**src/rtl/stsf_pkg.sv**
```systemverilog
// Shared types and constants of the scanline triangle span fill block.
package stsf_pkg;

  localparam int COORD_BITS_DEF = 13;
  localparam int FRAC_BITS_DEF = 16;
  localparam int COLOUR_BITS = 32;

  typedef enum logic [1:0] {
    PH_IDLE,
    PH_BOTTOM,
    PH_TOP,
    PH_FLAT
  } phase_t;

  typedef enum logic [1:0] {
    SEG_BOT,
    SEG_TOP_FT,
    SEG_TOP_MID
  } seg_t;

  typedef enum logic [1:0] {
    DIV_SPLIT,
    DIV_LEFT,
    DIV_RIGHT
  } div_sel_t;

  typedef enum logic [3:0] {
    ST_IDLE,
    ST_SORT,
    ST_CLASSIFY,
    ST_MUL,
    ST_SPLIT_START,
    ST_SPLIT_WAIT,
    ST_LEFT_START,
    ST_LEFT_WAIT,
    ST_RIGHT_START,
    ST_RIGHT_WAIT,
    ST_EMIT
  } ctrl_state_t;

  typedef struct packed {
    logic     capture;
    logic     sort;
    logic     set_flat;
    logic     x4_from_x3;
    logic     mul;
    logic     div_start;
    div_sel_t div_sel;
    logic     store_x4;
    logic     store_left;
    logic     store_right;
    logic     enter;
    logic     request;
    seg_t     seg;
  } dp_cmd_t;

  typedef struct packed {
    logic flat;
    logic flat_top;
    logic flat_bot;
    logic need_mid;
    logic div_busy;
    logic out_free;
  } dp_stat_t;

endpackage

```
**src/rtl/stsf_div.sv**
```systemverilog
// Bit-serial restoring divider, one quotient bit per cycle, signed result.
module stsf_div #(
  parameter int DW = 29,
  parameter int DVW = 14
) (
  input  logic                 clk,
  input  logic                 rst,
  input  logic                 start,
  input  logic [DW-1:0]        dividend,
  input  logic [DVW-1:0]       divisor,
  input  logic                 neg,
  output logic                 busy,
  output logic signed [DW:0]   quotient
);
  localparam int CW = $clog2(DW + 1);

  logic [DVW-1:0] rem;
  logic [DW-1:0]  quo;
  logic [DVW-1:0] dvs;
  logic [CW-1:0]  cnt;
  logic           neg_r;
  logic [DVW:0]   shifted;
  logic [DVW+1:0] trial;
  logic           qbit;

  always_comb begin
    shifted = {rem, quo[DW-1]};
    trial = {1'b0, shifted} - {2'b00, dvs};
    qbit = ~trial[DVW+1];
  end

  always_ff @(posedge clk) begin
    if (rst) begin
      busy <= 1'b0;
      cnt <= '0;
    end else if (start) begin
      busy <= 1'b1;
      cnt <= CW'(DW);
      rem <= '0;
      quo <= dividend;
      dvs <= divisor;
      neg_r <= neg;
    end else if (busy) begin
      rem <= qbit ? trial[DVW-1:0] : shifted[DVW-1:0];
      quo <= {quo[DW-2:0], qbit};
      cnt <= cnt - 1'b1;
      if (cnt == CW'(1)) begin
        busy <= 1'b0;
      end
    end
  end

  assign quotient = neg_r ? -$signed({1'b0, quo}) : $signed({1'b0, quo});

endmodule

```
**src/rtl/stsf_ctrl.sv**
```systemverilog
// Controller state machine sequencing loads, slope divisions and span requests.
module stsf_ctrl (
  input  logic               clk,
  input  logic               rst,
  input  logic               in_valid,
  input  logic               mode,
  input  stsf_pkg::dp_stat_t stat,
  output logic               in_stall,
  output stsf_pkg::dp_cmd_t  cmd
);
  import stsf_pkg::*;

  ctrl_state_t state, state_next;
  seg_t        seg, seg_next;

  always_ff @(posedge clk) begin
    if (rst) begin
      state <= ST_IDLE;
      seg <= SEG_BOT;
    end else begin
      state <= state_next;
      seg <= seg_next;
    end
  end

  always_comb begin
    state_next = state;
    seg_next = seg;
    in_stall = 1'b1;
    cmd = '0;
    cmd.div_sel = DIV_LEFT;
    cmd.seg = seg;
    case (state)
      ST_IDLE: begin
        in_stall = 1'b0;
        if (in_valid) begin
          if (!mode) begin
            cmd.capture = 1'b1;
            state_next = ST_SORT;
          end else begin
            state_next = ST_EMIT;
          end
        end
      end
      ST_SORT: begin
        cmd.sort = 1'b1;
        state_next = ST_CLASSIFY;
      end
      ST_CLASSIFY: begin
        if (stat.flat) begin
          cmd.set_flat = 1'b1;
          state_next = ST_IDLE;
        end else if (stat.flat_top) begin
          seg_next = SEG_TOP_FT;
          state_next = ST_LEFT_START;
        end else if (stat.flat_bot) begin
          cmd.x4_from_x3 = 1'b1;
          seg_next = SEG_BOT;
          state_next = ST_LEFT_START;
        end else begin
          state_next = ST_MUL;
        end
      end
      ST_MUL: begin
        cmd.mul = 1'b1;
        state_next = ST_SPLIT_START;
      end
      ST_SPLIT_START: begin
        cmd.div_start = 1'b1;
        cmd.div_sel = DIV_SPLIT;
        state_next = ST_SPLIT_WAIT;
      end
      ST_SPLIT_WAIT: begin
        if (!stat.div_busy) begin
          cmd.store_x4 = 1'b1;
          seg_next = SEG_BOT;
          state_next = ST_LEFT_START;
        end
      end
      ST_LEFT_START: begin
        cmd.div_start = 1'b1;
        cmd.div_sel = DIV_LEFT;
        state_next = ST_LEFT_WAIT;
      end
      ST_LEFT_WAIT: begin
        if (!stat.div_busy) begin
          cmd.store_left = 1'b1;
          state_next = ST_RIGHT_START;
        end
      end
      ST_RIGHT_START: begin
        cmd.div_start = 1'b1;
        cmd.div_sel = DIV_RIGHT;
        state_next = ST_RIGHT_WAIT;
      end
      ST_RIGHT_WAIT: begin
        if (!stat.div_busy) begin
          cmd.store_right = 1'b1;
          cmd.enter = 1'b1;
          state_next = ST_IDLE;
        end
      end
      ST_EMIT: begin
        if (stat.out_free) begin
          cmd.request = 1'b1;
          // Leaving the bottom part needs fresh slopes for the top part.
          if (stat.need_mid) begin
            seg_next = SEG_TOP_MID;
            state_next = ST_LEFT_START;
          end else begin
            state_next = ST_IDLE;
          end
        end
      end
      default: begin
        state_next = ST_IDLE;
      end
    endcase
  end

endmodule

```
**src/rtl/stsf_datapath.sv**
```systemverilog
// Datapath: vertex sort, split point, edge slopes, edge walk and span output register.
module stsf_datapath #(
  parameter int COORD_BITS = stsf_pkg::COORD_BITS_DEF,
  parameter int FRAC_BITS = stsf_pkg::FRAC_BITS_DEF
) (
  input  logic                                 clk,
  input  logic                                 rst,
  input  stsf_pkg::dp_cmd_t                    cmd,
  output stsf_pkg::dp_stat_t                   stat,
  input  logic signed [COORD_BITS-1:0]         vert_a_x,
  input  logic signed [COORD_BITS-1:0]         vert_a_y,
  input  logic signed [COORD_BITS-1:0]         vert_b_x,
  input  logic signed [COORD_BITS-1:0]         vert_b_y,
  input  logic signed [COORD_BITS-1:0]         vert_c_x,
  input  logic signed [COORD_BITS-1:0]         vert_c_y,
  input  logic [stsf_pkg::COLOUR_BITS-1:0]     fill_colour,
  input  logic                                 out_stall,
  output logic                                 out_valid,
  output logic signed [COORD_BITS-1:0]         span_y,
  output logic signed [COORD_BITS-1:0]         span_x_left,
  output logic signed [COORD_BITS-1:0]         span_x_right,
  output logic [stsf_pkg::COLOUR_BITS-1:0]     span_colour,
  output logic                                 last_span,
  output logic                                 status
);
  import stsf_pkg::*;

  localparam int C = COORD_BITS;
  localparam int F = FRAC_BITS;
  localparam int AW = C + F + 2;
  localparam int QW = C + 2;
  localparam int PW = 2 * C + 2;
  localparam int NW = 2 * C + 3;
  localparam int DW = ((C + F + 1) > NW) ? (C + F + 1) : NW;
  localparam int DVW = C + 1;

  logic signed [C-1:0]  raw_x [3];
  logic signed [C-1:0]  raw_y [3];
  logic signed [C-1:0]  sx [3];
  logic signed [C-1:0]  sy [3];
  logic signed [C-1:0]  tx [3];
  logic signed [C-1:0]  ty [3];
  logic signed [C-1:0]  sw_x, sw_y;
  logic [COLOUR_BITS-1:0] held_colour;
  logic signed [AW-1:0] lstep, rstep, lacc, racc;
  logic signed [C-1:0]  row, x4;
  phase_t               phase;
  logic signed [PW-1:0] prod_a, prod_b;

  logic signed [C:0]    x1e, x2e, x3e, x4e, y1e, y2e, y3e, rowe, d13;
  logic signed [C:0]    dxl, dxr, dyv, dx_sel;
  logic [C:0]           dx_mag;
  logic signed [NW-1:0] num;
  logic [NW-1:0]        num_mag;
  logic [DW-1:0]        div_dividend;
  logic [DVW-1:0]       div_divisor;
  logic                 div_neg;
  logic                 div_busy;
  logic signed [DW:0]   quotient;

  logic signed [QW-1:0] lq, rq, qmin, qmax;
  logic signed [C-1:0]  fmin, fmax;
  logic signed [C-1:0]  xl_out, xr_out;
  logic                 last_now;
  logic                 at_mid;
  logic                 out_free;

  function automatic logic signed [QW-1:0] trunc_fix(input logic signed [AW-1:0] v);
    logic adj;
    adj = v[AW-1] & (|v[F-1:0]);
    return $signed(v[AW-1:F]) + $signed({{(QW-1){1'b0}}, adj});
  endfunction

  function automatic logic signed [C-1:0] sat_coord(input logic signed [QW-1:0] v);
    logic signed [QW-1:0] hi;
    logic signed [QW-1:0] lo;
    hi = $signed({3'b000, {(C-1){1'b1}}});
    lo = $signed({3'b111, {(C-1){1'b0}}});
    if (v > hi) begin
      return hi[C-1:0];
    end else if (v < lo) begin
      return lo[C-1:0];
    end else begin
      return v[C-1:0];
    end
  endfunction

  // Three compare-and-swap steps; a swap only on strictly greater y.
  always_comb begin
    tx = raw_x;
    ty = raw_y;
    sw_x = '0;
    sw_y = '0;
    if (ty[0] > ty[1]) begin
      sw_x = tx[0]; sw_y = ty[0];
      tx[0] = tx[1]; ty[0] = ty[1];
      tx[1] = sw_x; ty[1] = sw_y;
    end
    if (ty[1] > ty[2]) begin
      sw_x = tx[1]; sw_y = ty[1];
      tx[1] = tx[2]; ty[1] = ty[2];
      tx[2] = sw_x; ty[2] = sw_y;
    end
    if (ty[0] > ty[1]) begin
      sw_x = tx[0]; sw_y = ty[0];
      tx[0] = tx[1]; ty[0] = ty[1];
      tx[1] = sw_x; ty[1] = sw_y;
    end
  end

  always_comb begin
    x1e = {sx[0][C-1], sx[0]};
    x2e = {sx[1][C-1], sx[1]};
    x3e = {sx[2][C-1], sx[2]};
    x4e = {x4[C-1], x4};
    y1e = {sy[0][C-1], sy[0]};
    y2e = {sy[1][C-1], sy[1]};
    y3e = {sy[2][C-1], sy[2]};
    rowe = {row[C-1], row};
    d13 = y3e - y1e;
    case (cmd.seg)
      SEG_BOT: begin
        dxl = x2e - x1e;
        dxr = x4e - x1e;
        dyv = y2e - y1e;
      end
      SEG_TOP_FT: begin
        dxl = x3e - x1e;
        dxr = x3e - x2e;
        dyv = y3e - y1e;
      end
      SEG_TOP_MID: begin
        dxl = x3e - x2e;
        dxr = x3e - x4e;
        dyv = y3e - y2e;
      end
      default: begin
        dxl = '0;
        dxr = '0;
        dyv = '0;
      end
    endcase
    dx_sel = (cmd.div_sel == DIV_RIGHT) ? dxr : dxl;
    dx_mag = dx_sel[C] ? $unsigned(-dx_sel) : $unsigned(dx_sel);
    num = {prod_a[PW-1], prod_a} + {prod_b[PW-1], prod_b};
    num_mag = num[NW-1] ? $unsigned(-num) : $unsigned(num);
    if (cmd.div_sel == DIV_SPLIT) begin
      div_dividend = {{(DW-NW){1'b0}}, num_mag};
      div_divisor = $unsigned(d13);
      div_neg = num[NW-1];
    end else begin
      div_dividend = {{(DW-C-1){1'b0}}, dx_mag} << F;
      div_divisor = $unsigned(dyv);
      div_neg = dx_sel[C];
    end
  end

  stsf_div #(
    .DW (DW),
    .DVW(DVW)
  ) u_div (
    .clk     (clk),
    .rst     (rst),
    .start   (cmd.div_start),
    .dividend(div_dividend),
    .divisor (div_divisor),
    .neg     (div_neg),
    .busy    (div_busy),
    .quotient(quotient)
  );

  // Span ends for the current row.
  always_comb begin
    lq = trunc_fix(lacc);
    rq = trunc_fix(racc);
    if (lq > rq) begin
      qmin = rq;
      qmax = lq;
    end else begin
      qmin = lq;
      qmax = rq;
    end
    fmin = sx[0];
    fmax = sx[0];
    if (sx[1] < fmin) fmin = sx[1];
    if (sx[1] > fmax) fmax = sx[1];
    if (sx[2] < fmin) fmin = sx[2];
    if (sx[2] > fmax) fmax = sx[2];
    case (phase)
      PH_FLAT: begin
        xl_out = fmin;
        xr_out = fmax;
        last_now = 1'b1;
      end
      PH_BOTTOM: begin
        xl_out = sat_coord(qmin);
        xr_out = sat_coord(qmax);
        last_now = (row == sy[1]) && (sy[1] == sy[2]);
      end
      PH_TOP: begin
        xl_out = sat_coord(qmin);
        xr_out = sat_coord(qmax);
        last_now = rowe <= y2e + 1;
      end
      default: begin
        xl_out = '0;
        xr_out = '0;
        last_now = 1'b0;
      end
    endcase
    at_mid = row >= sy[1];
    out_free = !out_valid || !out_stall;
  end

  always_comb begin
    stat.flat = sy[0] == sy[2];
    stat.flat_top = sy[0] == sy[1];
    stat.flat_bot = sy[1] == sy[2];
    stat.need_mid = (phase == PH_BOTTOM) && at_mid && (sy[2] > sy[1]);
    stat.div_busy = div_busy;
    stat.out_free = out_free;
  end

  // Payload registers.
  always_ff @(posedge clk) begin
    if (cmd.capture) begin
      raw_x[0] <= vert_a_x;
      raw_y[0] <= vert_a_y;
      raw_x[1] <= vert_b_x;
      raw_y[1] <= vert_b_y;
      raw_x[2] <= vert_c_x;
      raw_y[2] <= vert_c_y;
      held_colour <= fill_colour;
    end
    if (cmd.sort) begin
      sx <= tx;
      sy <= ty;
    end
    if (cmd.mul) begin
      prod_a <= PW'(x1e) * PW'(d13);
      prod_b <= PW'(y2e - y1e) * PW'(x3e - x1e);
    end
    if (cmd.x4_from_x3) begin
      x4 <= sx[2];
    end
    if (cmd.store_x4) begin
      x4 <= quotient[C-1:0];
    end
    if (cmd.store_left) begin
      lstep <= quotient[AW-1:0];
    end
    if (cmd.store_right) begin
      rstep <= quotient[AW-1:0];
    end
    if (cmd.set_flat) begin
      row <= sy[0];
    end
    if (cmd.enter) begin
      if (cmd.seg == SEG_BOT) begin
        lacc <= {{2{sx[0][C-1]}}, sx[0], {F{1'b0}}};
        racc <= {{2{sx[0][C-1]}}, sx[0], {F{1'b0}}};
        row <= sy[0];
      end else begin
        lacc <= {{2{sx[2][C-1]}}, sx[2], {F{1'b0}}};
        racc <= {{2{sx[2][C-1]}}, sx[2], {F{1'b0}}};
        row <= sy[2];
      end
    end
    if (cmd.request) begin
      if (phase == PH_BOTTOM && !at_mid) begin
        row <= row + 1'b1;
        lacc <= lacc + lstep;
        racc <= racc + rstep;
      end else if (phase == PH_TOP && !last_now) begin
        row <= row - 1'b1;
        lacc <= lacc - lstep;
        racc <= racc - rstep;
      end
      if (phase == PH_IDLE) begin
        span_y <= '0;
        span_x_left <= '0;
        span_x_right <= '0;
        span_colour <= '0;
        last_span <= 1'b0;
        status <= 1'b1;
      end else begin
        span_y <= row;
        span_x_left <= xl_out;
        span_x_right <= xr_out;
        span_colour <= held_colour;
        last_span <= last_now;
        status <= 1'b0;
      end
    end
  end

  // Control registers: walk phase and output valid.
  always_ff @(posedge clk) begin
    if (rst) begin
      phase <= PH_IDLE;
      out_valid <= 1'b0;
    end else begin
      if (cmd.set_flat) begin
        phase <= PH_FLAT;
      end else if (cmd.enter) begin
        phase <= (cmd.seg == SEG_BOT) ? PH_BOTTOM : PH_TOP;
      end else if (cmd.request) begin
        case (phase)
          PH_FLAT: phase <= PH_IDLE;
          PH_BOTTOM: begin
            if (at_mid && !(sy[2] > sy[1])) begin
              phase <= PH_IDLE;
            end
          end
          PH_TOP: begin
            if (last_now) begin
              phase <= PH_IDLE;
            end
          end
          default: phase <= PH_IDLE;
        endcase
      end
      if (cmd.request) begin
        out_valid <= 1'b1;
      end else if (!out_stall) begin
        out_valid <= 1'b0;
      end
    end
  end

endmodule

```
**src/rtl/scanline_triangle_span_fill.sv**
```systemverilog
// Top level of the scanline triangle span fill block.
//
// Input channel (in_valid / in_stall): an item with mode 0 loads a triangle
// (three vertices and a colour) and gives no result; an item with mode 1
// requests the next span and gives exactly one result item.
// Output channel (out_valid / out_stall): span row, left and right x, colour,
// last-span flag and a status bit that is 1 when no span was pending.
// One item is worked on at a time. A span request moves the controller to its
// emit state, which waits until the output register is free and then registers
// the result. A general load runs the bit-serial divider (dividend width
// DW = max(COORD_BITS + FRAC_BITS + 1, 2 * COORD_BITS + 3)) to form the
// split point and both edge slopes (fewer divisions when two rows are equal);
// the request that ends the bottom part also reloads both slopes. While the
// receiver stalls, the result holds in the output register and the next item
// may still be accepted; a request then waits until the register frees.
// Reset empties the output register and leaves no triangle loaded.
module scanline_triangle_span_fill #(
  parameter int COORD_BITS = stsf_pkg::COORD_BITS_DEF,
  parameter int FRAC_BITS = stsf_pkg::FRAC_BITS_DEF
) (
  input  logic                              clk,
  input  logic                              rst,
  input  logic                              in_valid,
  output logic                              in_stall,
  input  logic                              mode,
  input  logic signed [COORD_BITS-1:0]      vert_a_x,
  input  logic signed [COORD_BITS-1:0]      vert_a_y,
  input  logic signed [COORD_BITS-1:0]      vert_b_x,
  input  logic signed [COORD_BITS-1:0]      vert_b_y,
  input  logic signed [COORD_BITS-1:0]      vert_c_x,
  input  logic signed [COORD_BITS-1:0]      vert_c_y,
  input  logic [stsf_pkg::COLOUR_BITS-1:0]  fill_colour,
  output logic                              out_valid,
  input  logic                              out_stall,
  output logic signed [COORD_BITS-1:0]      span_y,
  output logic signed [COORD_BITS-1:0]      span_x_left,
  output logic signed [COORD_BITS-1:0]      span_x_right,
  output logic [stsf_pkg::COLOUR_BITS-1:0]  span_colour,
  output logic                              last_span,
  output logic                              status
);
  import stsf_pkg::*;

  dp_cmd_t  cmd;
  dp_stat_t stat;

  stsf_ctrl u_ctrl (
    .clk     (clk),
    .rst     (rst),
    .in_valid(in_valid),
    .mode    (mode),
    .stat    (stat),
    .in_stall(in_stall),
    .cmd     (cmd)
  );

  stsf_datapath #(
    .COORD_BITS(COORD_BITS),
    .FRAC_BITS (FRAC_BITS)
  ) u_datapath (
    .clk         (clk),
    .rst         (rst),
    .cmd         (cmd),
    .stat        (stat),
    .vert_a_x    (vert_a_x),
    .vert_a_y    (vert_a_y),
    .vert_b_x    (vert_b_x),
    .vert_b_y    (vert_b_y),
    .vert_c_x    (vert_c_x),
    .vert_c_y    (vert_c_y),
    .fill_colour (fill_colour),
    .out_stall   (out_stall),
    .out_valid   (out_valid),
    .span_y      (span_y),
    .span_x_left (span_x_left),
    .span_x_right(span_x_right),
    .span_colour (span_colour),
    .last_span   (last_span),
    .status      (status)
  );

endmodule

```
**config.mk**
```make
export PLATFORM = sky130hd
export DESIGN_NAME = scanline_triangle_span_fill
export DESIGN_NICKNAME = d
export VERILOG_FILES = /design/src/rtl/stsf_pkg.sv /design/src/rtl/stsf_div.sv /design/src/rtl/stsf_ctrl.sv /design/src/rtl/stsf_datapath.sv /design/src/rtl/scanline_triangle_span_fill.sv
export SDC_FILE = /design/constraint.sdc
export NUM_CORES = 2
export LEC_CHECK = 0
export BUFFER_PORTS_ARGS = -buffer_cell sky130_fd_sc_hd__buf_2
export CAP_MARGIN = 0
export CORE_ASPECT_RATIO = 1.1
export CORE_MARGIN = 2
export CORE_UTILIZATION = 40
export CTS_CLUSTER_DIAMETER = 200
export DETAILED_ROUTE_END_ITERATION = 8
export HOLD_SLACK_MARGIN = 0.03
export SYNTH_ARGS = -nofsm -noshare
export SYNTH_HDL_FRONTEND = slang
export SYNTH_SLANG_ARGS = --single-unit
```
**constraint.sdc**
```tcl
create_clock -name clk -period 11.38 [get_ports clk]
set_input_delay 2.276 -clock clk [delete_from_list [all_inputs] [get_ports clk]]
set_output_delay 2.276 -clock clk [all_outputs]
set_load 0.02 [all_outputs]
```
==> metrics.md <==
| Metric | Value |
|---|---|
| Startpoint Class | flop |
| CP Capture Type | flop |
| Run status | finished clean |
| Core ar. | 136000 sq um |
| Fmax | 108 MHz |
| Top Metal Used | met5 |
| Reg area | 15300 sq um |
| CTS clk-pin slew, worst paths | 0.07 ns |
| Clk sinks | 540 |
| Final wirelength | 190 mm |
| Vias in the first global route | 45000 |
| Syn_area_per_cell | 9.21 sq um |
| Asr flop ratio synth | 0 |
| Hold-critical path depth | 2 |
| Largest net degree at the start of global routing | 78 |
| PostCTS Resize Cnt | 0 |
| Cells after synthesis | 5979 |
| Commonest cells after routing, fill and taps aside | 775 x inv_1, 525 x ha_1, 450 x edfxtp_1 |
| Ratio of cells with drive above 1 in the final layout | 0.0832 |
| Row count | 142 |
| Post-CTS Setup Bufs | 0 |
| CP max stage delay | 0.78 ns |
| Final hold vios | 0 |
| DRC Markers | 0 |
| Worst Clk Skew | 0.0325 ns |
| Max Slew Vio Count | 0 |
| Final Core Density | 0.444 |
| Clock Latency Late Sink | 0.66 ns |
| EDFF count, synth | 450 |
| Unrepaired setup endpoints after global routing | false |
| Root Buffer | clkbuf_16 |
| Nets | 7126 |
| Buffer levels on the longest clock path | 3 |
| CP Data Required Time | 11.79 ns |
| Worst R2R Setup Slack | 2.12 ns |
| Setup violations, final | 0 |
| Final Critical Period | 9.26 ns |
| Worst r2r src | u_datapath.sy[27] |
| Avg WL per Cell | 23.9 um |
| Port Buffers | 189 |
| P&R area growth vs syn | 9.99% |
| Setup WS pre-CTS | 2.22 ns |
| Kind of critical path | reg2reg |
| R2R cell count | 32 |
| Crit share post-route | 0.814 |
| DIE AREA | 141000 sq um |
| Most used cell, CP | fa_1 |
| CP max-delay cell | xor2_1 |
| Hold Path Sink | u_datapath.phase[0] |
| Distinct cells, synth | 97 |
| Fin worst setup slack | 2.12 ns |
| Pre-antenna DRT Iters | 6 |
| Initial antenna violation count | 17 |
| Synth warnings | 0 |
| Post-synthesis sequential area ratio | 0.278 |
| Hold buffer count at cts | 0 |
| Hold crit path type | reg2reg |
| WP data arrival | 9.67 ns |
| Mapped Area | 55000 sq um |
| R2R Path End | u_datapath.prod_b[26] |
| Starting Density | 0.403 |
| Synthesized flop and latch total | 540 |
| Commonest register cell after synthesis | edfxtp_1 |
| Met1 Wirelength | 78.8 mm |
| Num CTS Buffers | 67 |
| Via-per-instance ratio | 5.84 |
| CTS HTree Levels | 3 |
| DR WL met3 | 13.4 mm |
| CTS tree | built |
| Placer Congestion | 0.981 |
| Multi-input logic area | 36000 sq um |
| Die width | 358 um |
| Die Ht | 393 um |
| Fillers | 13300 |
| Met2 wire length | 88.4 mm |
| Routed Antenna Nets | 0 |
| Gr ovfl total | 0 |
| Worst-Margin Slew | 1.44 ns |
| Most common cell after layout, fill and taps aside | inv_1 |
| Iter 0 DRT Violations | 4745 |
| Max-cap viol count | 0 |
| Worst Path Max Fanout | 8 |
| # IOs | 190 |
| Min-delay src | u_datapath.phase[0] |
| Global Route Usage Sum | 0.266 |
| Global-route wire length before repair | 283 mm |
| Routed via count | 46500 |
| Detail Placement HPWL | 149 mm |
| Setup Total Neg Slack | 0 ns |
| Relative slew margins | 0.0396 |
| Synthesized Nets | 7002 |
==> worst max path at each step <==
stage | start | slack (ns) | to
5_1_grt | u_datapath.raw_y[27] | 1.35 | u_datapath.sx[34]
3_5_place_dp | u_datapath.raw_y[27] | 2.22 | u_datapath.sx[34]
2_1_floorplan | mode | 0.44 | u_datapath.held_colour[0]
4_1_cts | u_datapath.raw_y[27] | 2.19 | u_datapath.sx[34]
6_report | u_datapath.sy[27] | 2.12 | u_datapath.prod_b[26]
3_3_place_gp | u_datapath.sy[27] | 2.33 | u_datapath.prod_b[26]
==> critical path, delay by kind of cell, from the launching register on <==
kind / cells / cell delay (ns)
xor+xnor: 2 / 0.91
compound gates: 11 / 2.72
buf+inv: 5 / 0.35
simple gates: 6 / 1.02
fa+ha+maj: 8 / 3.57
flops: 1 / 0.46
==> cell usage after synthesis (48+ instances only) <==
cell type	n	area, sq um
nand2b_1	82	513
dfxtp_1	90	1800
a221o_1	58	581
xnor2_1	182	1590
a21o_1	95	713
a31oi_1	61	382
o21a_1	65	488
edfxtp_1	450	13500
or3_1	50	313
nor3_1	107	536
nor2_1	443	1660
ha_1	526	6580
inv_1	776	2910
o221ai_1	48	420
nand2_1	442	1660
nand3_1	101	505
xor2_1	88	771
clkbuf_1	214	803
o21ai_0	296	1480
nor2b_1	117	732
a21oi_1	354	1770
mux2i_1	105	1050
fa_1	382	7650
and2_1	90	563
==> logic make-up (layout without fill, tap and decap cells) <==
logic type               count (synthesis)  count (layout)  share of synthesized area
flip-flops                             540             540                      0.278
other                                    0               5                          0
AND/OR/NAND/NOR                       1638            1638                      0.144
adder cells (fa/ha/maj)                908             908                      0.258
multiplexers                           143             143                     0.0269
AO/OA/AOI/OAI                         1462            1462                      0.179
buffers and inverters                 1017            1192                     0.0696
XOR/XNOR                               271             271                     0.0433
==> cell type report <==
cell class / count / area share
antenna: 5 / 0.000207
inverter: 777 / 0.0482
timing repair buffer: 295 / 0.0288
multi-input combinational: 4422 / 0.595
tap: 1800 / 0.0372
clock inverter: 34 / 0.00736
clock buffer: 86 / 0.0301
sequential: 540 / 0.253
==> state kept, by name (all words and copies together), names as in the netlist, 14 cells and up <==
register / count
u_datapath.held_colour: 32
u_datapath.lacc: 31
u_datapath.lstep: 31
u_datapath.prod_a: 27
u_datapath.prod_b: 28
u_datapath.racc: 31
u_datapath.raw_x: 39
u_datapath.raw_y: 39
u_datapath.rstep: 31
u_datapath.span_colour: 32
u_datapath.sx: 39
u_datapath.sy: 39
u_datapath.u_div.dvs: 14
u_datapath.u_div.quo: 30
u_datapath.u_div.rem: 14
==> metal layers <==
metal,up-vias,global-route usage
met2,1686,0.434
li1,21300,-
met5,-,0
met3,388,0.0438
met4,14,0.112
met1,23100,0.350
==> metrics by stage <==
step | instance area, sq um | hold WS, ns | instances
3_3_place_gp | 58300 | 0.490 | 7834
2_1_floorplan | 55000 | 0.445 | 5979
5_1_grt | 60500 | 0.526 | 7959
4_1_cts | 60500 | 0.499 | 7954
6_report | 60500 | 0.501 | 7959
3_5_place_dp | 58300 | 0.491 | 7834
Power is left out: the tool's default activity adds up to more than one toggle a clock period on the data nets, which glitch-free logic cannot reach.
